**src/hw/rtl/sjd_pkg.sv**
```systemverilog
// Shared types and constants for the skeleton junction detector.
`default_nettype none
package sjd_pkg;

    // configuration register map
    localparam int CFG_W            = 11;
    localparam int REG_IDX_W        = 1;
    localparam logic [REG_IDX_W-1:0] REG_FRAME_WIDTH  = 1'd0;
    localparam logic [REG_IDX_W-1:0] REG_FRAME_HEIGHT = 1'd1;
    localparam logic [CFG_W-1:0] DEF_FRAME_WIDTH  = 11'd640;
    localparam logic [CFG_W-1:0] DEF_FRAME_HEIGHT = 11'd480;

    localparam int DEF_MAX_WIDTH  = 1024;
    localparam int DEF_MAX_HEIGHT = 1024;
    localparam int MIN_DIM        = 3;

    // stream payload
    localparam int PIX_W     = 8;
    localparam logic [PIX_W-1:0] PIX_SET = 8'hFF;
    localparam int IN_DATA_W = 8;
    localparam int IN_USER_W = 1;
    localparam int COL_W     = 10;
    localparam int ROW_W     = 10;
    localparam int CNT_W     = 4;
    localparam int OUT_DATA_W = 24;

    localparam logic [CNT_W-1:0] MIN_NEIGHBOURS = 4'd3;
    localparam int RES_FIFO_DEPTH = 3;
    localparam int RES_FIFO_CW    = 2;

    // 3x3 window: bits 0..2 top row, 3..5 middle, 6..8 bottom, bit 0 newest column
    localparam int WIN_W = 9;
    localparam int WIN_CENTER = 4;
    localparam logic [WIN_W-1:0] WIN_SHIFT_MASK = 9'h1B6;

    typedef struct packed {
        logic [CNT_W-1:0] neighbour_count;
        logic [ROW_W-1:0] row;
        logic [COL_W-1:0] col;
    } t_result;

    typedef struct packed {
        logic             hit;
        logic [CNT_W-1:0] count;
    } t_win_res;

endpackage
`default_nettype wire

```
**src/hw/rtl/sjd_line_mem.sv**
```systemverilog
// Two-row line store (upper and middle bit per column) with post-reset clear sweep.
`default_nettype none
module sjd_line_mem #(
    parameter int DEPTH = 1024,
    parameter int AW    = 10
) (
    input  wire logic          i_clk,
    input  wire logic          i_rst_n,
    input  wire logic          i_rd_en,
    input  wire logic [AW-1:0] i_rd_addr,
    output logic [1:0]         o_rd_data,
    input  wire logic          i_wr_en,
    input  wire logic [AW-1:0] i_wr_addr,
    input  wire logic [1:0]    i_wr_data,
    output logic               o_busy
);
    import sjd_pkg::*;

    // bit 0: row r-2, bit 1: row r-1
    logic [1:0] r_mem [DEPTH];
    logic [1:0] r_rd_data;
    logic          r_clr_busy;
    logic [AW-1:0] r_clr_addr;
    logic          wr_en;
    logic [AW-1:0] wr_addr;
    logic [1:0]    wr_data;

    always_comb begin
        wr_en   = r_clr_busy | i_wr_en;
        wr_addr = r_clr_busy ? r_clr_addr : i_wr_addr;
        wr_data = r_clr_busy ? 2'b00 : i_wr_data;
    end

    always_ff @(posedge i_clk) begin
        if (!i_rst_n) begin
            r_clr_busy <= 1'b1;
            r_clr_addr <= '0;
        end else if (r_clr_busy) begin
            r_clr_addr <= r_clr_addr + AW'(1);
            if (r_clr_addr == AW'(DEPTH - 1)) begin
                r_clr_busy <= 1'b0;
            end
        end
    end

    always_ff @(posedge i_clk) begin
        if (wr_en) begin
            r_mem[wr_addr] <= wr_data;
        end
    end

    always_ff @(posedge i_clk) begin
        if (i_rd_en) begin
            r_rd_data <= r_mem[i_rd_addr];
        end
    end

    assign o_rd_data = r_rd_data;
    assign o_busy    = r_clr_busy;

endmodule
`default_nettype wire

```
**src/hw/rtl/sjd_window.sv**
```systemverilog
// 3x3 window register, neighbour popcount and junction test.
`default_nettype none
module sjd_window (
    input  wire logic       i_clk,
    input  wire logic       i_rst_n,
    input  wire logic       i_valid,
    input  wire logic       i_test,
    input  wire logic       i_up,
    input  wire logic       i_mid,
    input  wire logic       i_cur,
    output sjd_pkg::t_win_res o_res
);
    import sjd_pkg::*;

    logic [WIN_W-1:0] r_win;
    logic [WIN_W-1:0] n_win;
    logic [CNT_W-1:0] count;

    always_comb begin
        n_win = ((r_win << 1) & WIN_SHIFT_MASK)
              | WIN_W'(i_up) | (WIN_W'(i_mid) << 3) | (WIN_W'(i_cur) << 6);
    end

    always_comb begin
        count = '0;
        for (int i = 0; i < WIN_W; i++) begin
            if (i != WIN_CENTER) begin
                count = count + CNT_W'(n_win[i]);
            end
        end
    end

    always_ff @(posedge i_clk) begin
        if (!i_rst_n) begin
            r_win <= '0;
        end else if (i_valid) begin
            r_win <= n_win;
        end
    end

    always_comb begin
        o_res.hit   = i_valid && i_test && n_win[WIN_CENTER] && (count >= MIN_NEIGHBOURS);
        o_res.count = count;
    end

endmodule
`default_nettype wire

```
**src/hw/rtl/sjd_out_fifo.sv**
```systemverilog
// Small result queue decoupling the window stage from the output stream.
`default_nettype none
module sjd_out_fifo (
    input  wire logic                          i_clk,
    input  wire logic                          i_rst_n,
    input  wire logic                          i_push,
    input  wire sjd_pkg::t_result              i_data,
    input  wire logic                          i_pop,
    output logic                               o_valid,
    output sjd_pkg::t_result                   o_data,
    output logic [sjd_pkg::RES_FIFO_CW-1:0]    o_count
);
    import sjd_pkg::*;

    t_result r_buf [RES_FIFO_DEPTH];
    logic [RES_FIFO_CW-1:0] r_wr_ptr;
    logic [RES_FIFO_CW-1:0] r_rd_ptr;
    logic [RES_FIFO_CW-1:0] r_count;

    function automatic logic [RES_FIFO_CW-1:0] ptr_inc(input logic [RES_FIFO_CW-1:0] p);
        ptr_inc = (p == RES_FIFO_CW'(RES_FIFO_DEPTH - 1)) ? '0 : p + RES_FIFO_CW'(1);
    endfunction

    always_ff @(posedge i_clk) begin
        if (i_push) begin
            r_buf[r_wr_ptr] <= i_data;
        end
    end

    always_ff @(posedge i_clk) begin
        if (!i_rst_n) begin
            r_wr_ptr <= '0;
            r_rd_ptr <= '0;
            r_count  <= '0;
        end else begin
            if (i_push) begin
                r_wr_ptr <= ptr_inc(r_wr_ptr);
            end
            if (i_pop) begin
                r_rd_ptr <= ptr_inc(r_rd_ptr);
            end
            case ({i_push, i_pop})
                2'b10:   r_count <= r_count + RES_FIFO_CW'(1);
                2'b01:   r_count <= r_count - RES_FIFO_CW'(1);
                default: r_count <= r_count;
            endcase
        end
    end

    assign o_valid = (r_count != '0);
    assign o_data  = r_buf[r_rd_ptr];
    assign o_count = r_count;

endmodule
`default_nettype wire

```
**src/hw/rtl/skeleton_junction_detect.sv**
```systemverilog
// Skeleton junction detector: streams a thinned image in raster order, one 8-bit
// pixel per cycle (only 255 counts as set), and emits column, row and neighbour
// count for every interior set pixel with three or more set 8-neighbours. An
// accepted pixel reads the line store at its accepting edge and is tested in the
// following cycle, so the result for the window that it closes enters the output
// queue at the end of that cycle and can be taken on the output from the cycle
// after that. One pixel is taken every cycle; outside the post-reset sweep the input
// stalls only while the three-entry result queue, counting the pixel under test,
// has no room left because the output stalls. After reset the line store is swept
// to zero over all MAX_WIDTH columns (1024 by default), during which o_s_axis_tready
// stays low; configuration writes are taken at any time.
`default_nettype none
module skeleton_junction_detect #(
    parameter int MAX_WIDTH  = sjd_pkg::DEF_MAX_WIDTH,
    parameter int MAX_HEIGHT = sjd_pkg::DEF_MAX_HEIGHT
) (
    input  wire logic                             i_clk,
    input  wire logic                             i_rst_n,
    // configuration
    input  wire logic                             i_cfg_we,
    input  wire logic [sjd_pkg::REG_IDX_W-1:0]    i_cfg_idx,
    input  wire logic [sjd_pkg::CFG_W-1:0]        i_cfg_data,
    // pixel stream
    input  wire logic                             i_s_axis_tvalid,
    output logic                                  o_s_axis_tready,
    input  wire logic [sjd_pkg::IN_DATA_W-1:0]    i_s_axis_tdata,  // [7:0] pixel
    input  wire logic [sjd_pkg::IN_USER_W-1:0]    i_s_axis_tuser,  // [0] frame_start
    // junction stream
    output logic                                  o_m_axis_tvalid,
    input  wire logic                             i_m_axis_tready,
    output logic [sjd_pkg::OUT_DATA_W-1:0]        o_m_axis_tdata   // [9:0] col,
                                                                   // [19:10] row,
                                                                   // [23:20] neighbour_count
);
    import sjd_pkg::*;

    localparam int CW = (MAX_WIDTH > 1) ? $clog2(MAX_WIDTH) : 1;
    localparam int RW = (MAX_HEIGHT > 1) ? $clog2(MAX_HEIGHT) : 1;
    localparam int EW = (CW + 1 > CFG_W) ? CW + 1 : CFG_W;
    localparam int EH = (RW + 1 > CFG_W) ? RW + 1 : CFG_W;

    // configuration
    logic [CFG_W-1:0] r_frame_width;
    logic [CFG_W-1:0] r_frame_height;
    logic [EW-1:0]    w_raw, w_eff;
    logic [EH-1:0]    h_raw, h_eff;

    // position counters
    logic [CW-1:0] r_col;
    logic [RW-1:0] r_row;
    logic [CW-1:0] c_cur;
    logic [RW-1:0] r_cur;
    logic [EW-1:0] c_nxt;
    logic [EH-1:0] r_nxt;
    logic          row_wrap;
    logic          test;
    logic          accept;

    // read stage
    logic          r_s1_valid;
    logic          r_s1_cur;
    logic          r_s1_test;
    logic [CW-1:0] r_s1_col;
    logic [RW-1:0] r_s1_row;
    logic          r_s1_fwd;
    logic [1:0]    r_fwd_data;
    logic [1:0]    mem_q;
    logic [1:0]    q_eff;
    logic [1:0]    wr_data;
    logic          mem_busy;

    t_win_res      win_res;
    t_result       res;
    t_result       fifo_data;
    logic          fifo_valid;
    logic [RES_FIFO_CW-1:0] fifo_count;
    logic [RES_FIFO_CW:0]   pending;

    always_ff @(posedge i_clk) begin
        if (!i_rst_n) begin
            r_frame_width  <= DEF_FRAME_WIDTH;
            r_frame_height <= DEF_FRAME_HEIGHT;
        end else if (i_cfg_we) begin
            unique case (i_cfg_idx)
                REG_FRAME_WIDTH:  r_frame_width  <= i_cfg_data;
                REG_FRAME_HEIGHT: r_frame_height <= i_cfg_data;
                default: ;
            endcase
        end
    end

    always_comb begin
        w_raw = EW'(r_frame_width);
        h_raw = EH'(r_frame_height);
        w_eff = (w_raw < EW'(MIN_DIM)) ? EW'(MIN_DIM) :
                (w_raw > EW'(MAX_WIDTH)) ? EW'(MAX_WIDTH) : w_raw;
        h_eff = (h_raw < EH'(MIN_DIM)) ? EH'(MIN_DIM) :
                (h_raw > EH'(MAX_HEIGHT)) ? EH'(MAX_HEIGHT) : h_raw;
    end

    always_comb begin
        c_cur    = i_s_axis_tuser[0] ? '0 : r_col;
        r_cur    = i_s_axis_tuser[0] ? '0 : r_row;
        c_nxt    = EW'(c_cur) + EW'(1);
        r_nxt    = EH'(r_cur) + EH'(1);
        row_wrap = (c_nxt >= w_eff);
        test     = (c_cur >= CW'(2)) && (EW'(c_cur) < w_eff)
                && (r_cur >= RW'(2)) && (EH'(r_cur) < h_eff);
    end

    // room for this request plus the one in the read stage
    assign pending         = {1'b0, fifo_count} + (RES_FIFO_CW + 1)'(r_s1_valid);
    assign o_s_axis_tready = !mem_busy && (pending <= (RES_FIFO_CW + 1)'(RES_FIFO_DEPTH - 1));
    assign accept          = i_s_axis_tvalid && o_s_axis_tready;

    always_ff @(posedge i_clk) begin
        if (!i_rst_n) begin
            r_col      <= '0;
            r_row      <= '0;
            r_s1_valid <= 1'b0;
        end else begin
            r_s1_valid <= accept;
            if (accept) begin
                if (row_wrap) begin
                    r_col <= '0;
                    r_row <= (r_nxt >= h_eff) ? '0 : RW'(r_nxt);
                end else begin
                    r_col <= CW'(c_nxt);
                    r_row <= r_cur;
                end
            end
        end
    end

    // back-to-back requests at the same column: the write below lands too late
    // for the new read, so the written bits are forwarded
    always_ff @(posedge i_clk) begin
        if (accept) begin
            r_s1_cur   <= (i_s_axis_tdata[PIX_W-1:0] == PIX_SET);
            r_s1_test  <= test;
            r_s1_col   <= c_cur;
            r_s1_row   <= r_cur;
            r_s1_fwd   <= r_s1_valid && (c_cur == r_s1_col);
            r_fwd_data <= wr_data;
        end
    end

    assign q_eff   = r_s1_fwd ? r_fwd_data : mem_q;
    assign wr_data = {r_s1_cur, q_eff[1]};

    sjd_line_mem #(
        .DEPTH (MAX_WIDTH),
        .AW    (CW)
    ) u_line_mem (
        .i_clk     (i_clk),
        .i_rst_n   (i_rst_n),
        .i_rd_en   (accept),
        .i_rd_addr (c_cur),
        .o_rd_data (mem_q),
        .i_wr_en   (r_s1_valid),
        .i_wr_addr (r_s1_col),
        .i_wr_data (wr_data),
        .o_busy    (mem_busy)
    );

    sjd_window u_window (
        .i_clk   (i_clk),
        .i_rst_n (i_rst_n),
        .i_valid (r_s1_valid),
        .i_test  (r_s1_test),
        .i_up    (q_eff[0]),
        .i_mid   (q_eff[1]),
        .i_cur   (r_s1_cur),
        .o_res   (win_res)
    );

    always_comb begin
        res.col             = COL_W'(r_s1_col - CW'(1));
        res.row             = ROW_W'(r_s1_row - RW'(1));
        res.neighbour_count = win_res.count;
    end

    sjd_out_fifo u_out_fifo (
        .i_clk   (i_clk),
        .i_rst_n (i_rst_n),
        .i_push  (win_res.hit),
        .i_data  (res),
        .i_pop   (fifo_valid && i_m_axis_tready),
        .o_valid (fifo_valid),
        .o_data  (fifo_data),
        .o_count (fifo_count)
    );

    assign o_m_axis_tvalid = fifo_valid;
    assign o_m_axis_tdata  = fifo_data;

endmodule
`default_nettype wire

```
**config.mk**
```make
export PLATFORM = sky130hd
export DESIGN_NAME = skeleton_junction_detect
export DESIGN_NICKNAME = d
export VERILOG_FILES = /design/src/hw/rtl/sjd_pkg.sv /design/src/hw/rtl/sjd_line_mem.sv /design/src/hw/rtl/sjd_window.sv /design/src/hw/rtl/sjd_out_fifo.sv /design/src/hw/rtl/skeleton_junction_detect.sv
export SDC_FILE = /design/constraint.sdc
export NUM_CORES = 2
export LEC_CHECK = 0
export ABC_AREA = 1
export BUFFER_PORTS_ARGS = -buffer_cell sky130_fd_sc_hd__buf_2
export CORE_AREA = 2 2 378 418
export CTS_BUF_LIST = sky130_fd_sc_hd__clkbuf_16
export DETAILED_ROUTE_END_ITERATION = 7
export DIE_AREA = 0 0 380 420
export PLACE_DENSITY = 0.8
export RECOVER_POWER = 100
export SLEW_MARGIN = 25
export SYNTH_ARGS = -nofsm -noshare
export SYNTH_HDL_FRONTEND = slang
export SYNTH_SLANG_ARGS = --single-unit
```
**constraint.sdc**
```tcl
create_clock -name i_clk -period 42 [get_ports i_clk]
set_input_delay 6.3 -clock i_clk [delete_from_list [all_inputs] [get_ports i_clk]]
set_output_delay 6.3 -clock i_clk [all_outputs]
set_load 0.01 [all_outputs]
```
==> run_results.csv <==
group,metric,value,unit
run_status,status,"finished, violations left",
run_status,violations,"design-rule violations, max-capacitance violations, max-slew violations",
logic_synthesis,synth_flop_cell,"edfxtp_1",
power,p_leak,38.1,nW
timing,rsz0062_at_grt,"false",
setup_path,critPathBufInv,4,
timing,finalCriticalPeriod,22310,ps
logic_synthesis,synth_edf_count,2147,
power,power,4.19,mW
timing,holdWs,456,ps
floorplan,initial_utilization,0.637,
layout,register_area,65800,µm²
floorplan,die_area,160000,µm²
cts,cts_resized,0,
place,dp_hpwl,134,mm
logic_synthesis,syn_avg_cell_area,10.1,µm²
timing,tightest_slew,10180,ps
setup_path,cp_max_fo,119,
place,gp_congestion,0.877,
setup_path,slowest_delay,6190,ps
floorplan,io_pins,52,
timing,tns,0,ps
cts,cts.sinks,2215,
timing,slew_headroom,-5.79,
global_routing,grt_overflow,0,
detailed_routing,wl_per_cell,22.8,µm
place,port_buffers,51,
timing,fmax,44.8,MHz
global_routing,grt_pass1_vias,69600,
cts,cts_inserted_buffers,202,
setup_path,worstPathCellList,"clkbuf_1, clkinvlp_2, nand2_1, clkinvlp_2, clkbuf_1, o21ai_0, nand2_1, nand2_1, nand3_1, nand3_1, nand2_1, nand3_1, nand3_1, nand3_1, nand2_1",
floorplan,rows,152,
hold_path,hp-class,"reg2reg",
detailed_routing,drtIter0Drc,11400,
setup_path,arrival,22910,ps
detailed_routing,drc,1,
global_routing,antenna_found_initial,8,
cts,cts_tree,"done",
cts,ctsHoldBuffers,0,
cts,post_cts_buffers,0,
layout,nets,9556,
logic_synthesis,synth_area_leaders,"edfxtp_1 65%, nor2_1 7.1%, nand2_1 6.8%, nand3_1 5.7%, inv_1 3.7%",
logic_synthesis,synthArstFlopShare,0,
setup_path,critPathLaunchType,"input pin",
global_routing,groute.usage.overall,0.329,
logic_synthesis,yosysTopAreaCell,"edfxtp_1",
detailed_routing,vias,71900,
logic_synthesis,ys_seq_elements,2215,
cts,clk_pin_slew,60,ps
setup_path,path_class,"in2reg",
detailed_routing,avgViaCountPerCell,6.13,
logic_synthesis,synth.most_common_cell,"edfxtp_1",
setup_path,end_kind,"flip-flop",
floorplan,coreArea,155000,µm²
timing,drv_slew,3947,
cts,h-tree-depth,4,
power,powerDensity,39.7,nW/µm²
setup_path,cp_top_family,"buffers and inverters",
run,maxCapViolations,66,
logic_synthesis,synth_cell_types,47,
layout,area_growth,6.82,%
floorplan,die_w,380,µm
cts,worstSkewPairLatency,860,ps
layout,drive_gt1_frac,0.0434,
timing,hold_violations,0,
logic_synthesis,netlist_top_cells_count,"2,147 x edfxtp_1, 1,880 x nor2_1, 1,785 x nand2_1, 1,118 x nand3_1, 972 x inv_1",
timing,fin_crit_sh,0.531,
detailed_routing,antenna_left,0,
layout,nFillCells,11000,
logic_synthesis,yosysWarnings,0,
setup_path,slowest_stage,"clkinvlp_2",
global_routing,grt_start_max_net_pins,246,
timing,final-setup-viol-count,0,
cts,cts_buffer_depth,3,
logic_synthesis,synthesis.area,98900,µm²
global_routing,grt_first_pass_wirelength,398,mm
logic_synthesis,ys_seq_area_frac,0.666,
logic_synthesis,yosysTopAreaCellShare,0.652,
floorplan,die_h,420,µm
logic_synthesis,synth_fp_nets,9852,
cts,cts-root-buf,"clkbuf_16",
timing,skew,27.1,ps
setup_path,cp_data_required_time,42610,ps
detailed_routing,wl,267,mm
logic_synthesis,syn_inst,9766,
power,irDropWorstVdd,0.0459,mV
layout,multiInputGateArea,26300,µm²
detailed_routing,first_pass_iters,8,
==> cell families after synthesis <==
kind of cell	synth area share
flops	0.666
compound gates	0.0536
buf+inv	0.0703
simple gates	0.200
xor+xnor	0.00257
fa+ha+maj	0.00790
==> final timing paths <==
| kind | cells after the start | start | to | slack (ps) |
|---|---|---|---|---|
| worst min-delay path | 0 | r_s1_cur | r_fwd_data[1] | 460 |
| worst max-delay path | 15 | i_s_axis_tuser | u_line_mem.o_rd_data[1] | 19690 |
| worst min register to register | 0 | r_s1_cur | r_fwd_data[1] | 460 |
| worst max register to register | 6 | u_line_mem.o_busy | u_line_mem.r_mem[84][0] | 21680 |
==> state kept, by name, summed over array words and instances (netlist names), 10 cells and up, named ones only <==
register	cells
r_row	10
u_line_mem.r_mem	2048
r_frame_width	11
r_s1_row	10
h_raw	11
r_col	10
u_line_mem.r_clr_addr	10
u_out_fifo.r_buf	72
r_s1_col	10
==> power breakdown <==
part           switching [mW]  internal (mW)  total [mW]
Sequential            0.00179           2.39        2.39
Combinational          0.0275        0.00688      0.0344
Clock                   0.804          0.962        1.77
==> layout by cell type, fill, tap and decap left out, drive strengths merged, types with 93 or more instances in the layout <==
cell	synthesis	layout
nand2	1788	1788
clkinv	12	93
o21ai	520	520
edfxtp	2147	2147
nor2	1888	1888
inv	981	1044
nand3	1118	1118
a21oi	242	242
o211ai	168	168
clkbuf	231	295
==> final cells by class <==
cell class              count  area share
well taps                2079      0.0246
diodes                      5    0.000118
flip-flops and latches   2215       0.623
clock inverters           168      0.0113
inverters                 993      0.0354
repair buffers            163     0.00855
clock buffers             203      0.0481
multi-input cells        5895       0.249
==> routing by layer <==
| metal | GRT usage | wire, µm |
|---|---|---|
| met5 | 0 | 20 |
| met4 | 0.211 | 19100 |
| met3 | 0.0620 | 31900 |
| met2 | 0.545 | 125000 |
| met1 | 0.400 | 90200 |
==> per-stage QoR <==
stage,cell area (µm²),cells,worst slack (ps),util
2_1_floorplan,98900,9766,8460,-
3_3_place_gp,99600,11300,29990,0.642
3_5_place_dp,99700,11300,29750,0.642
4_1_cts,106000,11700,30660,0.683
5_1_grt,106000,11700,19280,0.681
6_report,106000,11700,19690,0.681
(Power assumes the default switching activity.)
